==> src/rtl/wvtt_pkg.sv <==
// Shared types, character codes and time constants for the cue stream parser.
package wvtt_pkg;

   localparam int unsigned OUT_TIME_W  = 40;
   localparam int unsigned MAX_RESULTS = 3;
   localparam int unsigned RSP_DEPTH   = 4;

   localparam logic [7:0] CH_W     = 8'h57;
   localparam logic [7:0] CH_E     = 8'h45;
   localparam logic [7:0] CH_B     = 8'h42;
   localparam logic [7:0] CH_V     = 8'h56;
   localparam logic [7:0] CH_T     = 8'h54;
   localparam logic [7:0] CH_LF    = 8'h0A;
   localparam logic [7:0] CH_SPACE = 8'h20;
   localparam logic [7:0] CH_DASH  = 8'h2D;
   localparam logic [7:0] CH_GT    = 8'h3E;
   localparam logic [7:0] CH_DOT   = 8'h2E;
   localparam logic [7:0] CH_COLON = 8'h3A;
   localparam logic [7:0] CH_ZERO  = 8'h30;
   localparam logic [7:0] CH_NINE  = 8'h39;

   localparam logic [21:0] MS_HOUR = 22'd3600000;
   localparam logic [21:0] MS_MIN  = 22'd60000;
   localparam logic [21:0] MS_SEC  = 22'd1000;
   localparam logic [3:0]  TENS_LIMIT = 4'd6;

   typedef enum logic [1:0] {
      KIND_HEADER  = 2'd0,
      KIND_TEXT    = 2'd1,
      KIND_COMMIT  = 2'd2,
      KIND_DISCARD = 2'd3
   } kind_type;

   typedef enum logic [1:0] {
      PART_HOUR = 2'd0,
      PART_MIN  = 2'd1,
      PART_SEC  = 2'd2,
      PART_MS   = 2'd3
   } part_type;

   typedef struct packed {
      logic advance;
      logic drop;
   } tu_ctrl_type;

   typedef struct packed {
      kind_type               kind;
      logic [OUT_TIME_W-1:0]  start_time;
      logic [OUT_TIME_W-1:0]  stop_time;
      logic [7:0]             text_byte;
      logic                   last_of_run;
   } rsp_item_type;

   function automatic logic is_digit(logic [7:0] b);
      return (b >= CH_ZERO) && (b <= CH_NINE);
   endfunction

endpackage

==> src/rtl/wvtt_time_unit.sv <==
// Saturating millisecond accumulator step for one byte of a time stamp.
module wvtt_time_unit #(
   parameter int unsigned TIME_BITS = 40
) (
   input  wvtt_pkg::part_type      part,
   input  logic                    is_end,
   input  logic [7:0]              ch,
   input  logic [7:0]              prev,
   input  logic [7:0]              prev2,
   input  logic [TIME_BITS-1:0]    acc,
   output logic [TIME_BITS-1:0]    acc_out,
   output wvtt_pkg::tu_ctrl_type   ctrl
);

   localparam logic [TIME_BITS-1:0] TIME_MAX   = {TIME_BITS{1'b1}};
   localparam logic [TIME_BITS-1:0] TEN_LIMIT  = TIME_MAX / 10;
   localparam logic [TIME_BITS-1:0] HOUR_LIMIT = TIME_MAX / wvtt_pkg::MS_HOUR;
   // hour counts above HOUR_LIMIT saturate, so only the low HOUR_W bits feed the product
   localparam int unsigned HOUR_W = TIME_BITS - 21;

   logic [3:0]           d_c;
   logic [3:0]           d_l;
   logic [3:0]           d_ll;
   logic [TIME_BITS+3:0] m10;
   logic [TIME_BITS:0]   hour_sum;
   logic [TIME_BITS-1:0] acc_digit;
   logic [TIME_BITS:0]   hour_prod;
   logic [TIME_BITS-1:0] acc_hour;
   logic [6:0]           val2;
   logic [9:0]           val3;
   logic [21:0]          inc;
   logic [TIME_BITS:0]   add_sum;
   logic [TIME_BITS-1:0] acc_add;
   logic                 sep_skip;
   logic                 dot_skip;

   assign d_c  = ch[3:0];
   assign d_l  = prev[3:0];
   assign d_ll = prev2[3:0];

   assign m10       = ({4'b0, acc} << 3) + ({4'b0, acc} << 1);
   assign hour_sum  = {1'b0, m10[TIME_BITS-1:0]} + (TIME_BITS+1)'(d_c);
   assign acc_digit = ((acc > TEN_LIMIT) || hour_sum[TIME_BITS]) ?
                      TIME_MAX : hour_sum[TIME_BITS-1:0];

   assign hour_prod = (TIME_BITS+1)'(acc[HOUR_W-1:0]) * (TIME_BITS+1)'(wvtt_pkg::MS_HOUR);
   assign acc_hour  = (acc > HOUR_LIMIT) ? TIME_MAX : hour_prod[TIME_BITS-1:0];

   assign val2 = 7'(d_l) * 7'd10 + 7'(d_c);
   assign val3 = 10'(d_ll) * 10'd100 + 10'(d_l) * 10'd10 + 10'(d_c);

   always_comb begin
      case (part)
         wvtt_pkg::PART_MIN: inc = 22'(val2) * wvtt_pkg::MS_MIN;
         wvtt_pkg::PART_SEC: inc = 22'(val2) * wvtt_pkg::MS_SEC;
         wvtt_pkg::PART_MS:  inc = 22'(val3);
         default:            inc = '0;
      endcase
   end

   assign add_sum = {1'b0, acc} + (TIME_BITS+1)'(inc);
   assign acc_add = add_sum[TIME_BITS] ? TIME_MAX : add_sum[TIME_BITS-1:0];

   // separators between fields are stepped over without touching the sum
   assign sep_skip = (prev == wvtt_pkg::CH_COLON) ||
                     (((part == wvtt_pkg::PART_SEC) || is_end) &&
                      (ch == wvtt_pkg::CH_COLON));
   assign dot_skip = (ch == wvtt_pkg::CH_DOT) || (prev == wvtt_pkg::CH_DOT) ||
                     (prev2 == wvtt_pkg::CH_DOT);

   always_comb begin
      acc_out = acc;
      ctrl    = '0;
      case (part)
         wvtt_pkg::PART_HOUR: begin
            if (wvtt_pkg::is_digit(ch)) begin
               acc_out = acc_digit;
            end else if (ch == wvtt_pkg::CH_COLON) begin
               acc_out      = acc_hour;
               ctrl.advance = 1'b1;
            end else begin
               ctrl.drop = 1'b1;
            end
         end
         wvtt_pkg::PART_MIN, wvtt_pkg::PART_SEC: begin
            if (!sep_skip) begin
               if (wvtt_pkg::is_digit(prev) && wvtt_pkg::is_digit(ch)) begin
                  if (d_l >= wvtt_pkg::TENS_LIMIT) begin
                     ctrl.drop = 1'b1;
                  end else begin
                     acc_out      = acc_add;
                     ctrl.advance = 1'b1;
                  end
               end else begin
                  ctrl.drop = 1'b1;
               end
            end
         end
         wvtt_pkg::PART_MS: begin
            if (!dot_skip) begin
               if (wvtt_pkg::is_digit(prev2) && wvtt_pkg::is_digit(prev) &&
                   wvtt_pkg::is_digit(ch)) begin
                  acc_out      = acc_add;
                  ctrl.advance = 1'b1;
               end else begin
                  ctrl.drop = 1'b1;
               end
            end
         end
         default: begin
            acc_out = acc;
         end
      endcase
   end

endmodule

==> src/rtl/wvtt_rsp_fifo.sv <==
// Result queue: takes up to three results per cycle, hands out one per transaction.
module wvtt_rsp_fifo (
   input  logic                   clock,
   input  logic                   reset,
   input  logic [1:0]             push_count,
   input  wvtt_pkg::rsp_item_type push_items [wvtt_pkg::MAX_RESULTS],
   output logic                   room,
   output logic                   out_valid,
   input  logic                   out_ready,
   output wvtt_pkg::rsp_item_type out_item
);

   localparam int unsigned PTR_W = $clog2(wvtt_pkg::RSP_DEPTH);

   wvtt_pkg::rsp_item_type mem_ff [wvtt_pkg::RSP_DEPTH];
   logic [PTR_W-1:0]       wr_ptr_ff, wr_ptr_in;
   logic [PTR_W-1:0]       rd_ptr_ff, rd_ptr_in;
   logic [PTR_W:0]         count_ff, count_in;
   logic [PTR_W-1:0]       wr_sel [wvtt_pkg::RSP_DEPTH];
   logic                   wr_en  [wvtt_pkg::RSP_DEPTH];
   logic                   pop;

   assign out_valid = (count_ff != '0);
   assign out_item  = mem_ff[rd_ptr_ff];
   assign pop       = out_valid && out_ready;
   assign room      = (count_ff <= (PTR_W+1)'(wvtt_pkg::RSP_DEPTH - wvtt_pkg::MAX_RESULTS));

   assign wr_ptr_in = wr_ptr_ff + PTR_W'(push_count);
   assign rd_ptr_in = rd_ptr_ff + PTR_W'(pop);
   assign count_in  = count_ff + (PTR_W+1)'(push_count) - (PTR_W+1)'(pop);

   always_comb begin
      for (int e = 0; e < wvtt_pkg::RSP_DEPTH; e++) begin
         wr_sel[e] = PTR_W'(e) - wr_ptr_ff;
         wr_en[e]  = (wr_sel[e] < PTR_W'(push_count));
      end
   end

   always_ff @(posedge clock) begin
      for (int e = 0; e < wvtt_pkg::RSP_DEPTH; e++) begin
         if (wr_en[e]) begin
            mem_ff[e] <= push_items[wr_sel[e]];
         end
      end
   end

   always_ff @(posedge clock) begin
      if (reset) begin
         wr_ptr_ff <= '0;
         rd_ptr_ff <= '0;
         count_ff  <= '0;
      end else begin
         wr_ptr_ff <= wr_ptr_in;
         rd_ptr_ff <= rd_ptr_in;
         count_ff  <= count_in;
      end
   end

endmodule

==> src/rtl/webvtt_cue_stream_parser.sv <==
// Cue stream parser top level: byte decoder, time accumulators and result queue.
// Results of an accepted byte are written into the registered result queue and leave on rsp_ in order.
// Throughput: one byte per cycle while the 4-entry result queue holds at most one
// entry and so has room for three results; otherwise req_ready is held low, however
// many results the byte yields, until rsp_ has taken enough results from the queue.
// Reset clears the decoder to header search and empties the result queue.
module webvtt_cue_stream_parser #(
   parameter int unsigned TIME_BITS = 40
) (
   input  logic        clock,
   input  logic        reset,
   input  logic        req_valid,
   output logic        req_ready,
   input  logic [7:0]  req_ch,
   input  logic        req_is_final,
   output logic        rsp_valid,
   input  logic        rsp_ready,
   output logic [1:0]  rsp_kind,
   output logic [39:0] rsp_start_time,
   output logic [39:0] rsp_stop_time,
   output logic [7:0]  rsp_text_byte,
   output logic        rsp_last_of_run
);

   typedef enum logic [13:0] {
      M_FIND_HDR = 14'b00000000000001,
      M_READ_HDR = 14'b00000000000010,
      M_FIND_TS  = 14'b00000000000100,
      M_S_HOUR   = 14'b00000000001000,
      M_S_MIN    = 14'b00000000010000,
      M_S_SEC    = 14'b00000000100000,
      M_S_MS     = 14'b00000001000000,
      M_CONN     = 14'b00000010000000,
      M_E_HOUR   = 14'b00000100000000,
      M_E_MIN    = 14'b00001000000000,
      M_E_SEC    = 14'b00010000000000,
      M_E_MS     = 14'b00100000000000,
      M_SKIP     = 14'b01000000000000,
      M_TEXT     = 14'b10000000000000
   } mode_type;

   mode_type               mode_ff, mode_in;
   logic [7:0]             prev_ff, prev_in;
   logic [7:0]             prev2_ff, prev2_in;
   logic [TIME_BITS-1:0]   start_ff, start_in;
   logic [TIME_BITS-1:0]   stop_ff, stop_in;
   logic                   held_ff, held_in;
   logic                   text_ff, text_in;

   logic                   req_fire;
   wvtt_pkg::part_type     tu_part;
   logic                   tu_end;
   logic [TIME_BITS-1:0]   tu_acc;
   logic [TIME_BITS-1:0]   tu_acc_out;
   wvtt_pkg::tu_ctrl_type  tu_ctrl;
   mode_type               adv_mode;
   logic                   take_time;
   logic                   hdr_pair;
   logic                   conn_pair;

   wvtt_pkg::rsp_item_type slot [wvtt_pkg::MAX_RESULTS];
   logic [1:0]             n_res;
   logic [1:0]             push_count;
   logic                   fifo_room;
   wvtt_pkg::rsp_item_type rsp_item;

   function automatic wvtt_pkg::rsp_item_type make_item(
      wvtt_pkg::kind_type   kind,
      logic [TIME_BITS-1:0] st,
      logic [TIME_BITS-1:0] sp,
      logic [7:0]           b
   );
      wvtt_pkg::rsp_item_type item;
      item.kind        = kind;
      item.start_time  = wvtt_pkg::OUT_TIME_W'(st);
      item.stop_time   = wvtt_pkg::OUT_TIME_W'(sp);
      item.text_byte   = b;
      item.last_of_run = 1'b0;
      return item;
   endfunction

   assign req_ready = fifo_room;
   assign req_fire  = req_valid && req_ready;

   always_comb begin
      case (mode_ff)
         M_S_MIN, M_E_MIN: tu_part = wvtt_pkg::PART_MIN;
         M_S_SEC, M_E_SEC: tu_part = wvtt_pkg::PART_SEC;
         M_S_MS, M_E_MS:   tu_part = wvtt_pkg::PART_MS;
         default:          tu_part = wvtt_pkg::PART_HOUR;
      endcase
   end

   assign tu_end = (mode_ff == M_E_HOUR) || (mode_ff == M_E_MIN) ||
                   (mode_ff == M_E_SEC) || (mode_ff == M_E_MS);
   assign tu_acc = tu_end ? stop_ff : start_ff;

   always_comb begin
      case (mode_ff)
         M_S_HOUR: adv_mode = M_S_MIN;
         M_S_MIN:  adv_mode = M_S_SEC;
         M_S_SEC:  adv_mode = M_S_MS;
         M_S_MS:   adv_mode = M_CONN;
         M_E_HOUR: adv_mode = M_E_MIN;
         M_E_MIN:  adv_mode = M_E_SEC;
         M_E_SEC:  adv_mode = M_E_MS;
         M_E_MS:   adv_mode = M_SKIP;
         default:  adv_mode = mode_ff;
      endcase
   end

   wvtt_time_unit #(
      .TIME_BITS (TIME_BITS)
   ) u_time (
      .part    (tu_part),
      .is_end  (tu_end),
      .ch      (req_ch),
      .prev    (prev_ff),
      .prev2   (prev2_ff),
      .acc     (tu_acc),
      .acc_out (tu_acc_out),
      .ctrl    (tu_ctrl)
   );

   assign hdr_pair = ((prev_ff == wvtt_pkg::CH_W) && (req_ch == wvtt_pkg::CH_E)) ||
                     ((prev_ff == wvtt_pkg::CH_E) && (req_ch == wvtt_pkg::CH_B)) ||
                     ((prev_ff == wvtt_pkg::CH_B) && (req_ch == wvtt_pkg::CH_V)) ||
                     ((prev_ff == wvtt_pkg::CH_V) && (req_ch == wvtt_pkg::CH_T)) ||
                     ((prev_ff == wvtt_pkg::CH_T) && (req_ch == wvtt_pkg::CH_T));

   assign conn_pair = (wvtt_pkg::is_digit(prev_ff) && (req_ch == wvtt_pkg::CH_SPACE)) ||
                      ((prev_ff == wvtt_pkg::CH_SPACE) && (req_ch == wvtt_pkg::CH_DASH)) ||
                      ((prev_ff == wvtt_pkg::CH_DASH) && (req_ch == wvtt_pkg::CH_DASH)) ||
                      ((prev_ff == wvtt_pkg::CH_DASH) && (req_ch == wvtt_pkg::CH_GT));

   always_comb begin
      mode_in   = mode_ff;
      start_in  = start_ff;
      stop_in   = stop_ff;
      held_in   = held_ff;
      text_in   = text_ff;
      prev2_in  = prev_ff;
      prev_in   = req_ch;
      take_time = 1'b0;
      n_res     = '0;
      for (int k = 0; k < wvtt_pkg::MAX_RESULTS; k++) begin
         slot[k] = '0;
      end

      case (mode_ff)
         M_FIND_HDR: begin
            if (req_ch == wvtt_pkg::CH_W) mode_in = M_READ_HDR;
         end
         M_READ_HDR: begin
            if (hdr_pair) begin
               mode_in = M_READ_HDR;
            end else if ((prev_ff == wvtt_pkg::CH_T) && (req_ch == wvtt_pkg::CH_LF)) begin
               mode_in = M_FIND_TS;
            end else begin
               mode_in = M_FIND_HDR;
            end
         end
         M_FIND_TS: begin
            if ((prev_ff == wvtt_pkg::CH_LF) && wvtt_pkg::is_digit(req_ch)) begin
               mode_in   = M_S_HOUR;
               take_time = 1'b1;
            end
         end
         M_S_HOUR, M_S_MIN, M_S_SEC, M_S_MS,
         M_E_HOUR, M_E_MIN, M_E_SEC, M_E_MS: begin
            take_time = 1'b1;
         end
         M_CONN: begin
            if (conn_pair) begin
               mode_in = M_CONN;
            end else if ((prev_ff == wvtt_pkg::CH_GT) && (req_ch == wvtt_pkg::CH_SPACE)) begin
               mode_in = M_E_HOUR;
            end else begin
               start_in = '0;
               stop_in  = '0;
               mode_in  = M_FIND_TS;
            end
         end
         M_SKIP: begin
            if (req_ch == wvtt_pkg::CH_LF) begin
               mode_in = M_TEXT;
               slot[0] = make_item(wvtt_pkg::KIND_HEADER, start_ff, stop_ff, 8'h00);
               n_res   = 2'd1;
            end
         end
         M_TEXT: begin
            if ((req_ch == wvtt_pkg::CH_LF) && (prev_ff == wvtt_pkg::CH_LF)) begin
               slot[0]  = make_item((stop_ff > start_ff) ? wvtt_pkg::KIND_COMMIT :
                                    wvtt_pkg::KIND_DISCARD, start_ff, stop_ff, 8'h00);
               n_res    = 2'd1;
               held_in  = 1'b0;
               text_in  = 1'b0;
               start_in = '0;
               stop_in  = '0;
               mode_in  = M_FIND_TS;
            end else begin
               // release the held newline now that the line is not blank
               if (held_ff) begin
                  slot[n_res] = make_item(wvtt_pkg::KIND_TEXT, '0, '0, wvtt_pkg::CH_LF);
                  n_res       = n_res + 2'd1;
                  held_in     = 1'b0;
               end
               if (req_ch == wvtt_pkg::CH_LF) begin
                  held_in = 1'b1;
               end else begin
                  slot[n_res] = make_item(wvtt_pkg::KIND_TEXT, '0, '0, req_ch);
                  n_res       = n_res + 2'd1;
               end
               text_in = 1'b1;
            end
         end
         default: begin
            mode_in = M_FIND_HDR;
         end
      endcase

      if (take_time) begin
         if (tu_ctrl.drop) begin
            start_in = '0;
            stop_in  = '0;
            mode_in  = M_FIND_TS;
         end else begin
            if (tu_end) stop_in = tu_acc_out;
            else        start_in = tu_acc_out;
            if (tu_ctrl.advance) mode_in = adv_mode;
         end
      end

      // end of file: flush a cue with text, drop the held newline, return to reset
      if (req_is_final) begin
         if (text_in) begin
            slot[n_res] = make_item(wvtt_pkg::KIND_COMMIT, start_in, stop_in, 8'h00);
            n_res       = n_res + 2'd1;
         end
         mode_in  = M_FIND_HDR;
         prev_in  = '0;
         prev2_in = '0;
         start_in = '0;
         stop_in  = '0;
         held_in  = 1'b0;
         text_in  = 1'b0;
      end

      if (n_res != '0) slot[n_res - 2'd1].last_of_run = 1'b1;
   end

   assign push_count = req_fire ? n_res : 2'd0;

   always_ff @(posedge clock) begin
      if (reset) begin
         mode_ff  <= M_FIND_HDR;
         prev_ff  <= '0;
         prev2_ff <= '0;
         start_ff <= '0;
         stop_ff  <= '0;
         held_ff  <= 1'b0;
         text_ff  <= 1'b0;
      end else if (req_fire) begin
         mode_ff  <= mode_in;
         prev_ff  <= prev_in;
         prev2_ff <= prev2_in;
         start_ff <= start_in;
         stop_ff  <= stop_in;
         held_ff  <= held_in;
         text_ff  <= text_in;
      end
   end

   wvtt_rsp_fifo u_rsp_fifo (
      .clock      (clock),
      .reset      (reset),
      .push_count (push_count),
      .push_items (slot),
      .room       (fifo_room),
      .out_valid  (rsp_valid),
      .out_ready  (rsp_ready),
      .out_item   (rsp_item)
   );

   assign rsp_kind        = rsp_item.kind;
   assign rsp_start_time  = rsp_item.start_time;
   assign rsp_stop_time   = rsp_item.stop_time;
   assign rsp_text_byte   = rsp_item.text_byte;
   assign rsp_last_of_run = rsp_item.last_of_run;

   a_final_clears: assert property (@(posedge clock) disable iff (reset)
      (req_fire && req_is_final) |=> (mode_ff == M_FIND_HDR) && !text_ff && !held_ff)
      else $error("state not cleared after final byte");

   a_text_in_cue: assert property (@(posedge clock) disable iff (reset)
      text_ff |-> (mode_ff == M_TEXT))
      else $error("cue text flag set outside cue text");

   a_held_needs_text: assert property (@(posedge clock) disable iff (reset)
      held_ff |-> text_ff)
      else $error("newline held without cue text");

   a_text_no_times: assert property (@(posedge clock) disable iff (reset)
      (rsp_valid && (rsp_kind == wvtt_pkg::KIND_TEXT)) |->
      ((rsp_start_time == '0) && (rsp_stop_time == '0)))
      else $error("text result carries times");

endmodule
==> config.mk <==
export PLATFORM = sky130hd
export DESIGN_NAME = webvtt_cue_stream_parser
export DESIGN_NICKNAME = d
export VERILOG_FILES = /design/src/rtl/wvtt_pkg.sv /design/src/rtl/wvtt_time_unit.sv /design/src/rtl/wvtt_rsp_fifo.sv /design/src/rtl/webvtt_cue_stream_parser.sv
export SDC_FILE = /design/constraint.sdc
export NUM_CORES = 2
export LEC_CHECK = 0
export BUFFER_PORTS_ARGS = -buffer_cell sky130_fd_sc_hd__buf_2
export CAP_MARGIN = 20
export CORE_AREA = 2 2 412 414
export DETAILED_ROUTE_END_ITERATION = 8
export DIE_AREA = 0 0 414 416
export PLACE_DENSITY = 0.41
export SLEW_MARGIN = 20
export SYNTH_ARGS = -nofsm -noshare
export SYNTH_HDL_FRONTEND = slang
export SYNTH_SLANG_ARGS = --single-unit
==> constraint.sdc <==
create_clock -name clock -period 12.77 [get_ports clock]
set_input_delay 0.6385 -clock clock [delete_from_list [all_inputs] [get_ports clock]]
set_output_delay 0.6385 -clock clock [all_outputs]
set_load 0.01 [all_outputs]
==> PnR_summary.wiki <==
{| class="wikitable"
! Metric !! Value
|-
| Maximum number of pins on one net before global-route repair || 59
|-
| Initial Util || 24.82%
|-
| Die span in x || between 400 and 500 um
|-
| Portion of the clock cycle consumed by the worst path in the final layout || between 80 and 90%
|-
| Top cell type's share of synthesized area || 26.19%
|-
| Unrepaired setup endpoints after global routing || false
|-
| Crit path time final || 11,180 ps
|-
| Number of max-slew violations in the final report || 0
|-
| Switching power share of the total || 33.49%
|-
| Tightest Pin Transition || 1200 ps
|-
| Post-synth top area cell || edfxtp_1
|-
| Delay-heaviest family, CP || compound AO/OA/AOI/OAI gates
|-
| Setup clock skew after layout || 19.90 ps
|-
| Internal power || about 3.3 mW
|-
| Crit-path max cell delay || 820 ps
|-
| Number of distinct standard cells referenced by the synthesized netlist || roughly 100
|-
| Area delta synth->final || 11.94%
|-
| Logic pwr share || 33.4%
|-
| Placement Cell Area || 0.04499 mm2
|-
| Cell repeated most along the worst path || ha_1
|-
| Number of hold buffers added after CTS || 0
|-
| IO Pins || 106
|-
| Post-CTS resize count || 0
|-
| Number of cell rows || between 150 and 200
|-
| Clock tree sinks || roughly 480
|-
| Total of max-cap violations || 0
|-
| # setup viols final || 0
|-
| Post-DRT Antenna Nets || 0
|-
| Class of the worst hold path || in -> reg
|-
| Area enclosed by the die boundary || 0.1722 mm2
|-
| Number of DRC markers after the initial detailed-route iteration || 3,476
|-
| Crit end category || register
|-
| Cell type of the slowest stage on the worst timing path || a21oi_1
|-
| Mean post-synth cell area || 9.230 um2
|-
| Pleak || 18.30 nW
|-
| Max-Slew Margin vs Limit || 19.14%
|-
| Final core utilization || 27.79%
|-
| Synthesized Nets || 5,060
|-
| Power density cells || 106.2 mW/mm2
|-
| Clock insertion delay at the later pin of the skew report || 630 ps
|-
| Number of buffers on the longest clock path || 3
|-
| Via-to-Cell Ratio || 5.381
|-
| TritonCTS clock tree || done
|-
| Final number of hold-violating endpoints || 0
|-
| Vias || between 30k and 40k
|-
| Critical Path Fanout Max || 14
|-
| GPL Wtd Cong || 0.9378
|-
| Number of flops mapped to enable cells by yosys || 364
|-
| Startpoint types || register
|-
| Max H-tree Level || 2
|-
| Post-synthesis async set-or-reset flop share || 0%
|-
| Critical setup path kind || reg -> reg
|-
| Number of global-route vias before repair || 36.38k
|-
| Critical path required time || 13,120 ps
|-
| Max Clk Rate || 89.46 MHz
|-
| Total CTS buffers || 49
|-
| Final total negative setup slack || 0 ps
|-
| Total buffers and inverters traversed by the critical path || 3
|-
| Number of setup buffers added after CTS || 0
|-
| Total gr overflow || 0
|-
| Antenna violations before repair || 3
|-
| Drt total wl || around 180 mm
|-
| Clock transition at the register clock pins on the worst setup and hold paths after CTS || 70 ps
|-
| Share of power burned in registers || between 30% and 40%
|-
| Detailed-routing iteration count for the pre-antenna-repair pass || 5
|-
| Core Area || 0.1681 mm2
|-
| Number of cells produced by synthesis || ~4.5k
|-
| Wire length of the first global-routing pass || ~260 mm
|-
| Non-Filler Cell Area, Final || 0.04672 mm2
|-
| Switching power total || between 1.5 and 2 mW
|-
| Aggregate global-route resource usage || 20.66%
|-
| DRC Markers || 0
|-
| Yosys warning count || 0
|-
| IR drop worst, VDD || 0.08706 mV
|-
| Root buffer selected by CTS || clkbuf_16
|-
| Result of the run || completed
|-
| Summed instance area of the synthesized netlist || 0.04174 mm2
|-
| Wirelength per Cell || 26.88 um
|-
| Synth Flop Type || edfxtp_1
|-
| Post-route worst hold slack || between 300 and 400 ps
|-
| Filler instances || approximately 18k
|-
| Top post-synthesis cells by area || edfxtp_1 26%, ha_1 10%, fa_1 8.8%, dfxtp_1 5.7%, o21ai_0 5.2%
|-
| Arr. time, crit path || 11,530 ps
|-
| Final HPWL DP || 137.4 mm
|-
| Fraction of power consumed by the clock network || 32.1%
|-
| Nets || 5,077
|-
| Yosys reg bits || 483
|-
| Fraction of layout instances using a drive strength above 1 || 10.15%
|-
| Port buffer count || ~110
|-
| Part of the Yosys area used for sequential elements || 31.90%
|-
| Die Span Y || about 420 um
|}
-- placed cells by master (no fill, tap or decap), types with 27 or more instances in the layout --
master / n
buf_4: 110
mux4_2: 91
nand2_1: 573
o21ai_0: 433
xor2_1: 61
a22oi_1: 50
buf_2: 104
a21oi_1: 269
nor2_1: 282
and3_1: 27
clkbuf_16: 52
nor2b_1: 27
nor4_1: 32
a22o_1: 49
dfxtp_1: 117
nand4_1: 39
nand2b_1: 29
a21o_1: 75
o22ai_1: 66
and2_1: 34
nand3_1: 77
fa_1: 183
o21a_1: 31
ha_1: 340
edfxtp_1: 364
nor3_1: 62
xnor2_1: 94
o211ai_1: 33
inv_1: 360
a31oi_1: 39
-- metrics by stage --
| stage | power [mW] | setup WS, ps | instances |
|---|---|---|---|
| 6_report | 4.962 | 1591 | 6800 |
| 5_1_grt | 5.218 | 810.3 | 6798 |
| 4_1_cts | 5.033 | 1483 | 6798 |
| 3_5_place_dp | 3.441 | 1534 | 6706 |
| 3_3_place_gp | 3.442 | 1733 | 6706 |
| 2_1_floorplan | 2.875 | 3797 | 4522 |
-- layer usage --
metal  GRT usage [%]  wire (um)  part of all wire [%]
met2           35.26      87320                    48
met4           6.674       6524                   3.6
met5               0         27                 0.015
met3           2.737      11270                   6.2
met1           26.93      77650                    42
-- area by class of cell --
class | count | area [um2] | area share, %
Sequential cell | 483 | 13320 | 28.51
Tap cell | 2218 | 2775 | 5.940
Antenna cell | 2 | 5.005 | 0.01071
Clock buffer | 71 | 1453 | 3.109
Multi-Input combinational cell | 3428 | 26180 | 56.03
Timing Repair Buffer | 214 | 1346 | 2.882
Clock inverter | 21 | 276.5 | 0.5918
Inverter | 363 | 1368 | 2.927
-- power groups by stage --
stage | Clock [mW] | Sequential [mW] | Combinational (mW)
final | 1.59 | 1.71 | 1.66
after global placement | 0 | 1.75 | 1.70
after CTS | 1.62 | 1.71 | 1.71
after floorplan | 0 | 1.71 | 1.16
after detailed placement | 0 | 1.75 | 1.69
after global routing | 1.66 | 1.72 | 1.84
-- Yosys cell counts (17+ instances only) --
master     count
a21oi_1      273
o221ai_1      22
ha_1         342
a22o_1        49
inv_1        362
nor2b_1       27
o22ai_1       66
a21o_1        82
nor4_1        32
and3_1        27
o21ai_0      437
o21ai_1       22
mux2i_1       17
xor2_1        61
nand4_1       39
clkbuf_1     169
o211ai_1      33
o21a_1        31
nand2_1      574
buf_2         41
dfxtp_1      119
fa_1         183
o21bai_1      19
xnor2_1       94
nand2b_1      29
nand3_1       77
and2_1        35
nor2_1       284
buf_1         32
edfxtp_1     364
a2bb2oi_1     21
o2bb2ai_1     17
mux4_2        91
o31ai_1       18
a31oi_1       40
nor3_1        63
a22oi_1       50
-- sequential cells by signal, summed over array words and instances, names as in the netlist --
register / flops
stop_ff: 40
mode_ff: 14
held_ff: 1
u_rsp_fifo.mem_ff: 364
u_rsp_fifo.wr_ptr_ff: 2
prev2_ff: 8
u_rsp_fifo.rd_ptr_ff: 2
u_rsp_fifo.count_ff: 3
text_ff: 1
prev_ff: 8
start_ff: 40
-- worst paths after layout --
kind                            startpoint                                  to  slack (ps)  depth (start not counted)
setup / recovery   prev_ff[3]$_SDFFE_PP0P_  u_rsp_fifo.mem_ff[0][80]$_DFFE_PN_        1590                         37
hold reg to reg   prev2_ff[7]$_SDFFE_PP0P_            prev2_ff[7]$_SDFFE_PP0P_         460                          2
setup reg to reg   prev_ff[3]$_SDFFE_PP0P_  u_rsp_fifo.mem_ff[0][80]$_DFFE_PN_        1590                         37
hold / removal                   req_ch[7]             prev_ff[7]$_SDFFE_PP0P_         370                          3
-- cell families (layout without fill, tap and decap cells) --
family                     after synthesis  in the layout  share of synthesized area (%)
and+or+nand+nor                       1296           1296                          14.39
AOI/OAI and AO/OA                     1342           1342                          20.39
DFF                                    483            483                          31.90
xor gates and xnor gates               155            155                          3.253
muxes                                  110            110                          5.372
buffers and inverters                  611            669                          5.672
adders and majority gates              525            525                          19.03
other                                    0              2                              0
-- worst register-to-register path: cells and delay by family (launching register included) --
family / cells / cell delay (ps)
AO/OA/AOI/OAI: 14 / 4350
flip-flops: 1 / 650
adder cells (fa/ha/maj): 9 / 3220
AND/OR/NAND/NOR: 9 / 1680
XOR/XNOR: 2 / 840
buffers and inverters: 3 / 170
Power figures use the tool's default switching activity.
